## config.mk

```make
export PLATFORM = sky130hd
export DESIGN_NAME = batch_ring_fifo_unit
export DESIGN_NICKNAME = d
export VERILOG_FILES = /design/src/sv/brf_pkg.sv /design/src/sv/brf_front.sv /design/src/sv/brf_back.sv /design/src/sv/batch_ring_fifo_unit.sv
export SDC_FILE = /design/constraint.sdc
export NUM_CORES = 2
export LEC_CHECK = 0
export BUFFER_PORTS_ARGS = -buffer_cell sky130_fd_sc_hd__buf_2
export CAP_MARGIN = 20
export CORE_UTILIZATION = 48
export DETAILED_ROUTE_END_ITERATION = 10
export PLACE_DENSITY = 0.65
export SETUP_SLACK_MARGIN = 0.05
export SLEW_MARGIN = 5
export SYNTH_ARGS = -nofsm -noshare
export SYNTH_HDL_FRONTEND = slang
export SYNTH_MEMORY_MAX_BITS = 65536
export SYNTH_SLANG_ARGS = --single-unit
export TNS_END_PERCENT = 10
```

## constraint.sdc

```tcl
create_clock -name i_clk -period 12.6 [get_ports i_clk]
set_clock_uncertainty 0.05 [all_clocks]
set_input_delay 1.26 -clock i_clk [delete_from_list [all_inputs] [get_ports i_clk]]
set_output_delay 1.26 -clock i_clk [all_outputs]
set_load 0.005 [all_outputs]
```

## src/sv/brf_pkg.sv

```systemverilog
// brf_pkg: shared types, codes and sizes for the batch ring FIFO.
// Used by brf_front, brf_back, batch_ring_fifo_unit and the testbench; no dependencies.
package brf_pkg;

    localparam int DEPTH_DEF = 64;
    localparam int IDX_W     = 7;
    localparam int CNT_W     = 7;
    localparam int ENTRY_W   = 64;
    localparam int QDEPTH    = 2;
    localparam int Q_AW      = 1;

    // input modes
    localparam logic [2:0] MODE_PUSH  = 3'd0;
    localparam logic [2:0] MODE_POP   = 3'd1;
    localparam logic [2:0] MODE_PEEK  = 3'd2;
    localparam logic [2:0] MODE_FLUSH = 3'd3;

    // decoded operations
    localparam logic [2:0] OP_QUERY = 3'd0;
    localparam logic [2:0] OP_PUSH  = 3'd1;
    localparam logic [2:0] OP_POP   = 3'd2;
    localparam logic [2:0] OP_PEEK  = 3'd3;
    localparam logic [2:0] OP_FLUSH = 3'd4;

    // result status
    localparam logic [1:0] ST_OK     = 2'd0;
    localparam logic [1:0] ST_NOROOM = 2'd1;
    localparam logic [1:0] ST_EMPTY  = 2'd2;

    typedef struct packed {
        logic [2:0]         op;
        logic [ENTRY_W-1:0] entry;
        logic [CNT_W-1:0]   count;
        logic               start;
    } t_cmd;

    typedef struct packed {
        logic [1:0]         status;
        logic [ENTRY_W-1:0] out_entry;
        logic [IDX_W-1:0]   level;
        logic               last;
    } t_res;

endpackage

```

## src/sv/brf_front.sv

```systemverilog
// brf_front: accepts requests, decodes them into commands and queues them.
// Depends on brf_pkg.
module brf_front (
    input  logic          i_clk,
    input  logic          i_rst_n,
    input  logic          i_valid,
    output logic          o_ready,
    input  logic [2:0]    i_mode,
    input  logic [brf_pkg::ENTRY_W-1:0] i_entry,
    input  logic [brf_pkg::CNT_W-1:0]   i_count,
    input  logic          i_start,
    output logic          o_cmd_valid,
    input  logic          i_cmd_ready,
    output brf_pkg::t_cmd o_cmd
);

    brf_pkg::t_cmd              w_cmd;
    brf_pkg::t_cmd              r_q [brf_pkg::QDEPTH];
    logic [brf_pkg::Q_AW-1:0]   r_wp, r_rp;
    logic [brf_pkg::Q_AW:0]     r_cnt;
    logic                       w_push, w_pop;

    always_comb begin
        w_cmd.entry = i_entry;
        w_cmd.count = i_count;
        w_cmd.start = i_start;
        case (i_mode)
            brf_pkg::MODE_PUSH:  w_cmd.op = brf_pkg::OP_PUSH;
            brf_pkg::MODE_POP:   w_cmd.op = (i_count == '0) ? brf_pkg::OP_QUERY
                                                             : brf_pkg::OP_POP;
            brf_pkg::MODE_PEEK:  w_cmd.op = (i_count == '0) ? brf_pkg::OP_QUERY
                                                             : brf_pkg::OP_PEEK;
            brf_pkg::MODE_FLUSH: w_cmd.op = brf_pkg::OP_FLUSH;
            default:             w_cmd.op = brf_pkg::OP_QUERY;
        endcase
    end

    assign o_ready     = (r_cnt != (brf_pkg::Q_AW+1)'(brf_pkg::QDEPTH));
    assign o_cmd_valid = (r_cnt != '0);
    assign o_cmd       = r_q[r_rp];
    assign w_push      = i_valid && o_ready;
    assign w_pop       = o_cmd_valid && i_cmd_ready;

    always_ff @(posedge i_clk) begin
        if (w_push) begin
            r_q[r_wp] <= w_cmd;
        end
    end

    always_ff @(posedge i_clk) begin
        if (!i_rst_n) begin
            r_wp  <= '0;
            r_rp  <= '0;
            r_cnt <= '0;
        end else begin
            if (w_push) begin
                r_wp <= r_wp + 1'b1;
            end
            if (w_pop) begin
                r_rp <= r_rp + 1'b1;
            end
            if (w_push && !w_pop) begin
                r_cnt <= r_cnt + 1'b1;
            end else if (w_pop && !w_push) begin
                r_cnt <= r_cnt - 1'b1;
            end
        end
    end

endmodule

```

## src/sv/brf_back.sv

```systemverilog
// brf_back: executes queued commands on the slot memory and ring indices,
// and holds the result register. Depends on brf_pkg.
module brf_back #(
    parameter int DEPTH = brf_pkg::DEPTH_DEF
) (
    input  logic          i_clk,
    input  logic          i_rst_n,
    input  logic          i_cmd_valid,
    output logic          o_cmd_ready,
    input  brf_pkg::t_cmd i_cmd,
    output logic          o_valid,
    input  logic          i_ready,
    output brf_pkg::t_res o_res
);

    localparam int AW = $clog2(DEPTH);
    localparam logic [brf_pkg::IDX_W:0] DepthW = (brf_pkg::IDX_W+1)'(DEPTH);

    localparam logic [1:0] S_IDLE = 2'd0;
    localparam logic [1:0] S_READ = 2'd1;
    localparam logic [1:0] S_SEND = 2'd2;

    logic [brf_pkg::ENTRY_W-1:0] r_mem [DEPTH];
    logic [brf_pkg::ENTRY_W-1:0] r_rdata;

    logic [1:0]                r_state, n_state;
    logic [brf_pkg::IDX_W-1:0] r_ri, n_ri, r_wi, n_wi;
    logic                      r_rej, n_rej;
    logic [brf_pkg::IDX_W-1:0] r_ptr, n_ptr, r_rem, n_rem, r_after, n_after;
    logic                      r_is_pop, n_is_pop;
    logic                      r_out_valid, n_out_valid;
    brf_pkg::t_res             r_out, n_out;

    logic [brf_pkg::IDX_W-1:0] w_lvl, w_n;
    logic                      w_out_free, w_rej, w_full, w_wr;

    assign w_lvl      = r_wi - r_ri;
    assign w_n        = (w_lvl < i_cmd.count) ? w_lvl : i_cmd.count;
    assign w_out_free = !r_out_valid || i_ready;
    assign w_rej      = i_cmd.start ? (({1'b0, w_lvl} + {1'b0, i_cmd.count}) > DepthW)
                                    : r_rej;
    assign w_full     = ({1'b0, w_lvl} >= DepthW);
    assign o_valid    = r_out_valid;
    assign o_res      = r_out;

    always_comb begin
        n_state     = r_state;
        n_ri        = r_ri;
        n_wi        = r_wi;
        n_rej       = r_rej;
        n_ptr       = r_ptr;
        n_rem       = r_rem;
        n_after     = r_after;
        n_is_pop    = r_is_pop;
        n_out_valid = r_out_valid && !i_ready;
        n_out       = r_out;
        o_cmd_ready = 1'b0;
        w_wr        = 1'b0;
        case (r_state)
            S_IDLE: begin
                if (i_cmd_valid && w_out_free) begin
                    o_cmd_ready         = 1'b1;
                    n_out_valid         = 1'b1;
                    n_out.status        = brf_pkg::ST_OK;
                    n_out.out_entry     = '0;
                    n_out.level         = w_lvl;
                    n_out.last          = 1'b1;
                    case (i_cmd.op)
                        brf_pkg::OP_PUSH: begin
                            n_rej = w_rej;
                            if (w_rej || w_full) begin
                                n_out.status = brf_pkg::ST_NOROOM;
                            end else begin
                                w_wr        = 1'b1;
                                n_wi        = r_wi + 1'b1;
                                n_out.level = w_lvl + 1'b1;
                            end
                        end
                        brf_pkg::OP_POP, brf_pkg::OP_PEEK: begin
                            if (w_lvl == '0) begin
                                n_out.status = brf_pkg::ST_EMPTY;
                            end else begin
                                n_out_valid = r_out_valid && !i_ready;
                                n_out       = r_out;
                                n_ptr       = r_ri;
                                n_rem       = w_n;
                                n_is_pop    = (i_cmd.op == brf_pkg::OP_POP);
                                n_after     = (i_cmd.op == brf_pkg::OP_POP) ? w_lvl - w_n
                                                                            : w_lvl;
                                n_state     = S_READ;
                            end
                        end
                        brf_pkg::OP_FLUSH: begin
                            n_ri        = r_ri + w_n;
                            n_out.level = w_lvl - w_n;
                        end
                        default: begin
                        end
                    endcase
                end
            end
            S_READ: begin
                n_state = S_SEND;
            end
            S_SEND: begin
                if (w_out_free) begin
                    n_out_valid     = 1'b1;
                    n_out.status    = brf_pkg::ST_OK;
                    n_out.out_entry = r_rdata;
                    n_out.level     = r_after;
                    n_out.last      = (r_rem == 7'd1);
                    n_ptr           = r_ptr + 1'b1;
                    n_rem           = r_rem - 1'b1;
                    if (r_rem == 7'd1) begin
                        if (r_is_pop) begin
                            n_ri = r_ptr + 1'b1;
                        end
                        n_state = S_IDLE;
                    end else begin
                        n_state = S_READ;
                    end
                end
            end
            default: begin
                n_state = S_IDLE;
            end
        endcase
    end

    always_ff @(posedge i_clk) begin
        if (w_wr) begin
            r_mem[r_wi[AW-1:0]] <= i_cmd.entry;
        end
    end

    always_ff @(posedge i_clk) begin
        r_rdata <= r_mem[r_ptr[AW-1:0]];
    end

    always_ff @(posedge i_clk) begin
        if (!i_rst_n) begin
            r_state     <= S_IDLE;
            r_ri        <= '0;
            r_wi        <= '0;
            r_rej       <= 1'b0;
            r_out_valid <= 1'b0;
        end else begin
            r_state     <= n_state;
            r_ri        <= n_ri;
            r_wi        <= n_wi;
            r_rej       <= n_rej;
            r_out_valid <= n_out_valid;
        end
    end

    always_ff @(posedge i_clk) begin
        r_ptr    <= n_ptr;
        r_rem    <= n_rem;
        r_after  <= n_after;
        r_is_pop <= n_is_pop;
        r_out    <= n_out;
    end

`ifndef SYNTHESIS
    a_level_bound: assert property (@(posedge i_clk) disable iff (!i_rst_n)
        ({1'b0, w_lvl} <= DepthW))
        else $error("ring level above depth");
    a_ack_idle: assert property (@(posedge i_clk) disable iff (!i_rst_n)
        o_cmd_ready |-> (r_state == S_IDLE))
        else $error("command taken outside idle");
    a_send_rem: assert property (@(posedge i_clk) disable iff (!i_rst_n)
        (r_state == S_SEND) |-> (r_rem != '0))
        else $error("read burst with nothing left");
    a_wi_hold: assert property (@(posedge i_clk) disable iff (!i_rst_n)
        (r_state == S_READ || r_state == S_SEND) |=> $stable(r_wi))
        else $error("write index moved during read burst");
`endif

endmodule

```

## src/sv/batch_ring_fifo_unit.sv

```systemverilog
// batch_ring_fifo_unit: top level of the batch ring FIFO.
// Depends on brf_pkg, brf_front and brf_back.
//
//  channel  dir  tdata                          tuser                       tlast
//  s        in   [63:0] entry, [70:64] count    [2:0] mode, [3] batch_start -
//  m        out  [63:0] out_entry, [70:64] level [1:0] status                last
//
// Push, flush, query and empty or zero-count pop/peek finish in the idle state.
// Pop and peek are decoded in idle, then for each entry: memory read, then send.
// The queue registers each accepted request before the back end takes it.
// A two-entry command queue lets requests be accepted while the back end works.
// Reset is synchronous, active low; slot memory is not cleared.
// Output stalls hold the result register; the queue then fills and drops s_tready.
module batch_ring_fifo_unit #(
    parameter int DEPTH = brf_pkg::DEPTH_DEF
) (
    input  logic        i_clk,
    input  logic        i_rst_n,
    input  logic        i_s_tvalid,
    output logic        o_s_tready,
    input  logic [71:0] i_s_tdata,   // entry, count, pad
    input  logic [3:0]  i_s_tuser,   // mode, batch_start
    output logic        o_m_tvalid,
    input  logic        i_m_tready,
    output logic [71:0] o_m_tdata,   // out_entry, level, pad
    output logic [1:0]  o_m_tuser,   // status
    output logic        o_m_tlast
);

    logic          w_cmd_valid, w_cmd_ready;
    brf_pkg::t_cmd w_cmd;
    brf_pkg::t_res w_res;

    brf_front u_front (
        .i_clk       (i_clk),
        .i_rst_n     (i_rst_n),
        .i_valid     (i_s_tvalid),
        .o_ready     (o_s_tready),
        .i_mode      (i_s_tuser[2:0]),
        .i_entry     (i_s_tdata[63:0]),
        .i_count     (i_s_tdata[70:64]),
        .i_start     (i_s_tuser[3]),
        .o_cmd_valid (w_cmd_valid),
        .i_cmd_ready (w_cmd_ready),
        .o_cmd       (w_cmd)
    );

    brf_back #(
        .DEPTH (DEPTH)
    ) u_back (
        .i_clk       (i_clk),
        .i_rst_n     (i_rst_n),
        .i_cmd_valid (w_cmd_valid),
        .o_cmd_ready (w_cmd_ready),
        .i_cmd       (w_cmd),
        .o_valid     (o_m_tvalid),
        .i_ready     (i_m_tready),
        .o_res       (w_res)
    );

    assign o_m_tdata = {1'b0, w_res.level, w_res.out_entry};
    assign o_m_tuser = w_res.status;
    assign o_m_tlast = w_res.last;

endmodule

```

==> results_dict.tcl <==
set metrics [dict create \
    run_status "complete, no violations" \
    reg2reg_from "u_back.r_wi[0]" \
    numCtsBuffers 439 \
    core_area_um2 347000 \
    wirelength_mm 417 \
    clk_latency_ns 0.97 \
    worst_pin_slew_ns 1.17 \
    yosysTopAreaCell "edfxtp_1" \
    ys_types 72 \
    rr_worst_depth 17 \
    netlist.area_leader.share 0.775 \
    slowest_delay_ns 0.82 \
    crit_end "u_back.r_mem[35][3]" \
    cp.arrival_ns 8.13 \
    crit_path_start "u_back.r_wi[0]" \
    cp_num_buf_inv 6 \
    netlist_area_um2 168000 \
    clock_sinks 4429 \
    p_leak_nw 59.4 \
    power_density_nw_per_um2 208 \
    synthCells 6759 \
    stdcell_count 12226 \
    cp-end-kind "register" \
    peakVddDrop_mv 0.152 \
    synth_compound_area_frac 0.00539 \
    start_util 0.484 \
    postRouteAntennaNets 0 \
    critPathTopFamily "simple AND/OR/NAND/NOR gates" \
    drt_iter0_markers 9657 \
    nNetsFinal 7400 \
    ys_seq_area_frac 0.786 \
    synth_xor_area_frac 0.00207 \
    crit_type "reg -> reg" \
    antenna_found_initial 27 \
    nFillCells 25059 \
    drv_slew 0 \
    period_share 0.604 \
    post_drt_wl_per_cell_um 34.1 \
    cts.repair.resized 0 \
    num_rows 216 \
    drv_cap 0 \
    hold_buffers 0 \
    cp.required_ns 13.13 \
    synthFlopType "edfxtp_1" \
    synth-warning-count 0 \
    pre_cts_slack_ns 5.08 \
    vias 76772 \
    hpwl_mm 222 \
    worst_slack_ns 5.00 \
    grtUsageTotal 0.234 \
    cts_setup_buffers 0 \
    cp_common_cell "inv_1" \
    die_x_um 594 \
    grt_first_pass_wirelength_mm 586 \
    worst-path-stages 17 \
    synth_mux_area_frac 0.185 \
    synth-seq-cells 4429 \
    grt_pass1_vias 77180 \
    drt_first_pass_iters 6 \
    finalCriticalPeriod_ns 7.60 \
    setup.worst_path.start_class "register" \
    path_cells "inv_1 -> ha_1 -> inv_1 -> fa_1 -> xnor2_1 -> inv_1 -> ha_1 -> inv_1 -> a221oi_1 -> xnor2_1 -> o2111ai_1 -> a211o_1 -> nor4_1 -> nand2_1 -> nor2_4 -> buf_4 -> buf_4" \
    globalplace.congestion 0.776 \
    port_buffers 154 \
    cts_root_buf "clkbuf_16" \
    cp_max_fo 26 \
    grt_setup_unrepaired "no" \
    fin_hold_ws_ns 0.434 \
    ctsHtreeMaxLevel 5 \
    cts_buffer_depth 4 \
    synth_top_family_by_area "multiplexers" \
    worst_path_max_delay_cell "nor2_4" \
    min_path_type "in -> reg" \
    viasPerCell 6.28 \
    io_pins 157 \
    clk_pin_slew_ns 0.08 \
    die_h_um 594 \
    timing.rr.end "u_back.r_mem[35][3]" \
    drcViolationCount 0 \
    yosys.area_share.simple 0.00937 \
    syn_avg_cell_area_um2 24.9 \
    rrSetupSlack_ns 5.00 \
    syn_nets 6882 \
    placed_cells 11375 \
    syn_to_final_growth_pct 13.4 \
    synth_edf_count 4342 \
    max_slew_margin 0.219 \
    fmax_mhz 132 \
    overflow 0 \
    synth.area.top_cells "edfxtp_1 78%, mux4_2 18%, dfxtp_1 1.0%, clkbuf_1 0.54%, mux2_2 0.46%" \
    hold_violations 0 \
    cts_tree "done" \
    dieArea_um2 353000 \
    grt_max_degree 146 \
    synth-adder-area-share 0.00338 \
    final_layout_size_suffix_gt1_frac 0.330 \
    setup_violations 0 \
    tns_ns 0 \
    synth-async-reset-ratio 0 \
]
-- state kept, by name, summed over array words and instances, names as in the netlist, 2 cells and up, named ones only --
signal,count
u_back.r_ri,7
u_back.r_after,7
u_front.r_q,150
u_back.r_mem,4096
u_back.o_res,74
u_back.r_rdata,64
u_back.r_rem,7
u_back.r_ptr,7
u_back.r_state,2
u_back.r_wi,7
u_front.r_cnt,2
-- layout by cell type, fill, tap and decap left out, types with 15 or more instances in the layout --
cell / Yosys / layout
edfxtp_1: 4342 / 4342
clkbuf_16: 0 / 453
xor2_1: 15 / 15
xnor2_1: 19 / 19
nor2_4: 0 / 65
nand2_1: 41 / 41
bufinv_16: 0 / 35
mux2_2: 68 / 67
clkinv_1: 0 / 89
clkbuf_8: 0 / 19
mux2i_1: 16 / 16
nor2_1: 95 / 38
a21oi_1: 28 / 28
nor3_1: 15 / 15
and2_1: 75 / 75
clkinv_2: 0 / 85
ha_1: 39 / 39
clkbuf_1: 240 / 99
buf_12: 0 / 42
dfxtp_1: 87 / 86
inv_1: 37 / 37
nor2b_1: 18 / 17
buf_4: 1 / 214
o21ai_0: 26 / 26
mux4_2: 1344 / 1344
buf_2: 3 / 154
-- layer usage --
metal	vias to the layer above	global-route usage	part of all wire
met5	-	0	0.000062
met4	4	0.0651	0.029
met3	604	0.0325	0.077
met2	3424	0.385	0.50
met1	42393	0.332	0.40
li1	30347	-	-
-- final cells by class --
type                       instances  area (um2)  share of cell area
antenna                           11        27.5            0.000144
clock buffer                     571       12000              0.0628
clock inverter                   230        2070              0.0108
inverter                          38         145            0.000761
multi-input combinational       1947       35100               0.184
sequential                      4429      132000               0.693
tap                             4578        5730              0.0300
timing repair buffer             422        3550              0.0186
-- cells in the mapped netlist (9+ instances only) --
library cell / number
mux2i_1: 16
inv_1: 37
nor3_1: 15
nor2b_1: 18
nand2b_1: 10
dfxtp_1: 87
xor2_1: 15
mux2_2: 68
buf_1: 100
xnor2_1: 19
nor2_1: 95
clkbuf_1: 240
nand3_1: 11
a21oi_1: 28
ha_1: 39
nor2_2: 9
o21ai_0: 26
nand2_1: 41
mux4_2: 1344
edfxtp_1: 4342
and2_1: 75
-- worst min-delay path by stage --
stage	to	start	depth (start not counted)	slack [ns]
2_1_floorplan	u_back.r_wi[6]	u_back.r_wi[6]	2	0.41
3_3_place_gp	u_back.o_res[45]	u_back.r_rdata[37]	1	0.44
3_5_place_dp	u_back.o_res[49]	u_back.r_rdata[41]	1	0.44
4_1_cts	u_front.r_q[1][65]	i_s_tdata[57]	1	0.35
5_1_grt	u_front.r_q[0][42]	i_s_tdata[34]	1	0.40
6_report	u_front.r_q[1][65]	i_s_tdata[57]	1	0.43
-- power by group --
part,internal (W),switching [W]
registers,0.0178,0.000166
clock network,0.00737,0.00543
logic,0.00368,0.00532
-- kinds of logic (layout without fill, tap and decap cells) --
kind of cell / after synthesis / count (layout)
compound gates: 132 / 132
flops: 4429 / 4429
xor+xnor: 36 / 36
other cells: 1 / 12
buf+inv: 383 / 1261
mux: 1428 / 1428
fa+ha+maj: 43 / 43
simple gates: 307 / 307
-- worst register-to-register path: cells and delay by family, from the launching register on --
kind                       cells  cell delay, ns
buffers and inverters          6            1.93
and+or+nand+nor                3            1.90
AOI/OAI and AO/OA              3            1.08
adders and majority gates      3            1.04
xor gates and xnor gates       2            0.79
DFF                            1            0.38
-- per-stage QoR --
stage,power [W],utilization,instance area (um2)
2_1_floorplan,0.0240,-,168000
3_3_place_gp,0.0271,0.506,176000
3_5_place_dp,0.0272,0.506,176000
4_1_cts,0.0400,0.547,190000
5_1_grt,0.0411,0.549,191000
6_report,0.0398,0.549,191000
(Power assumes the default switching activity.)
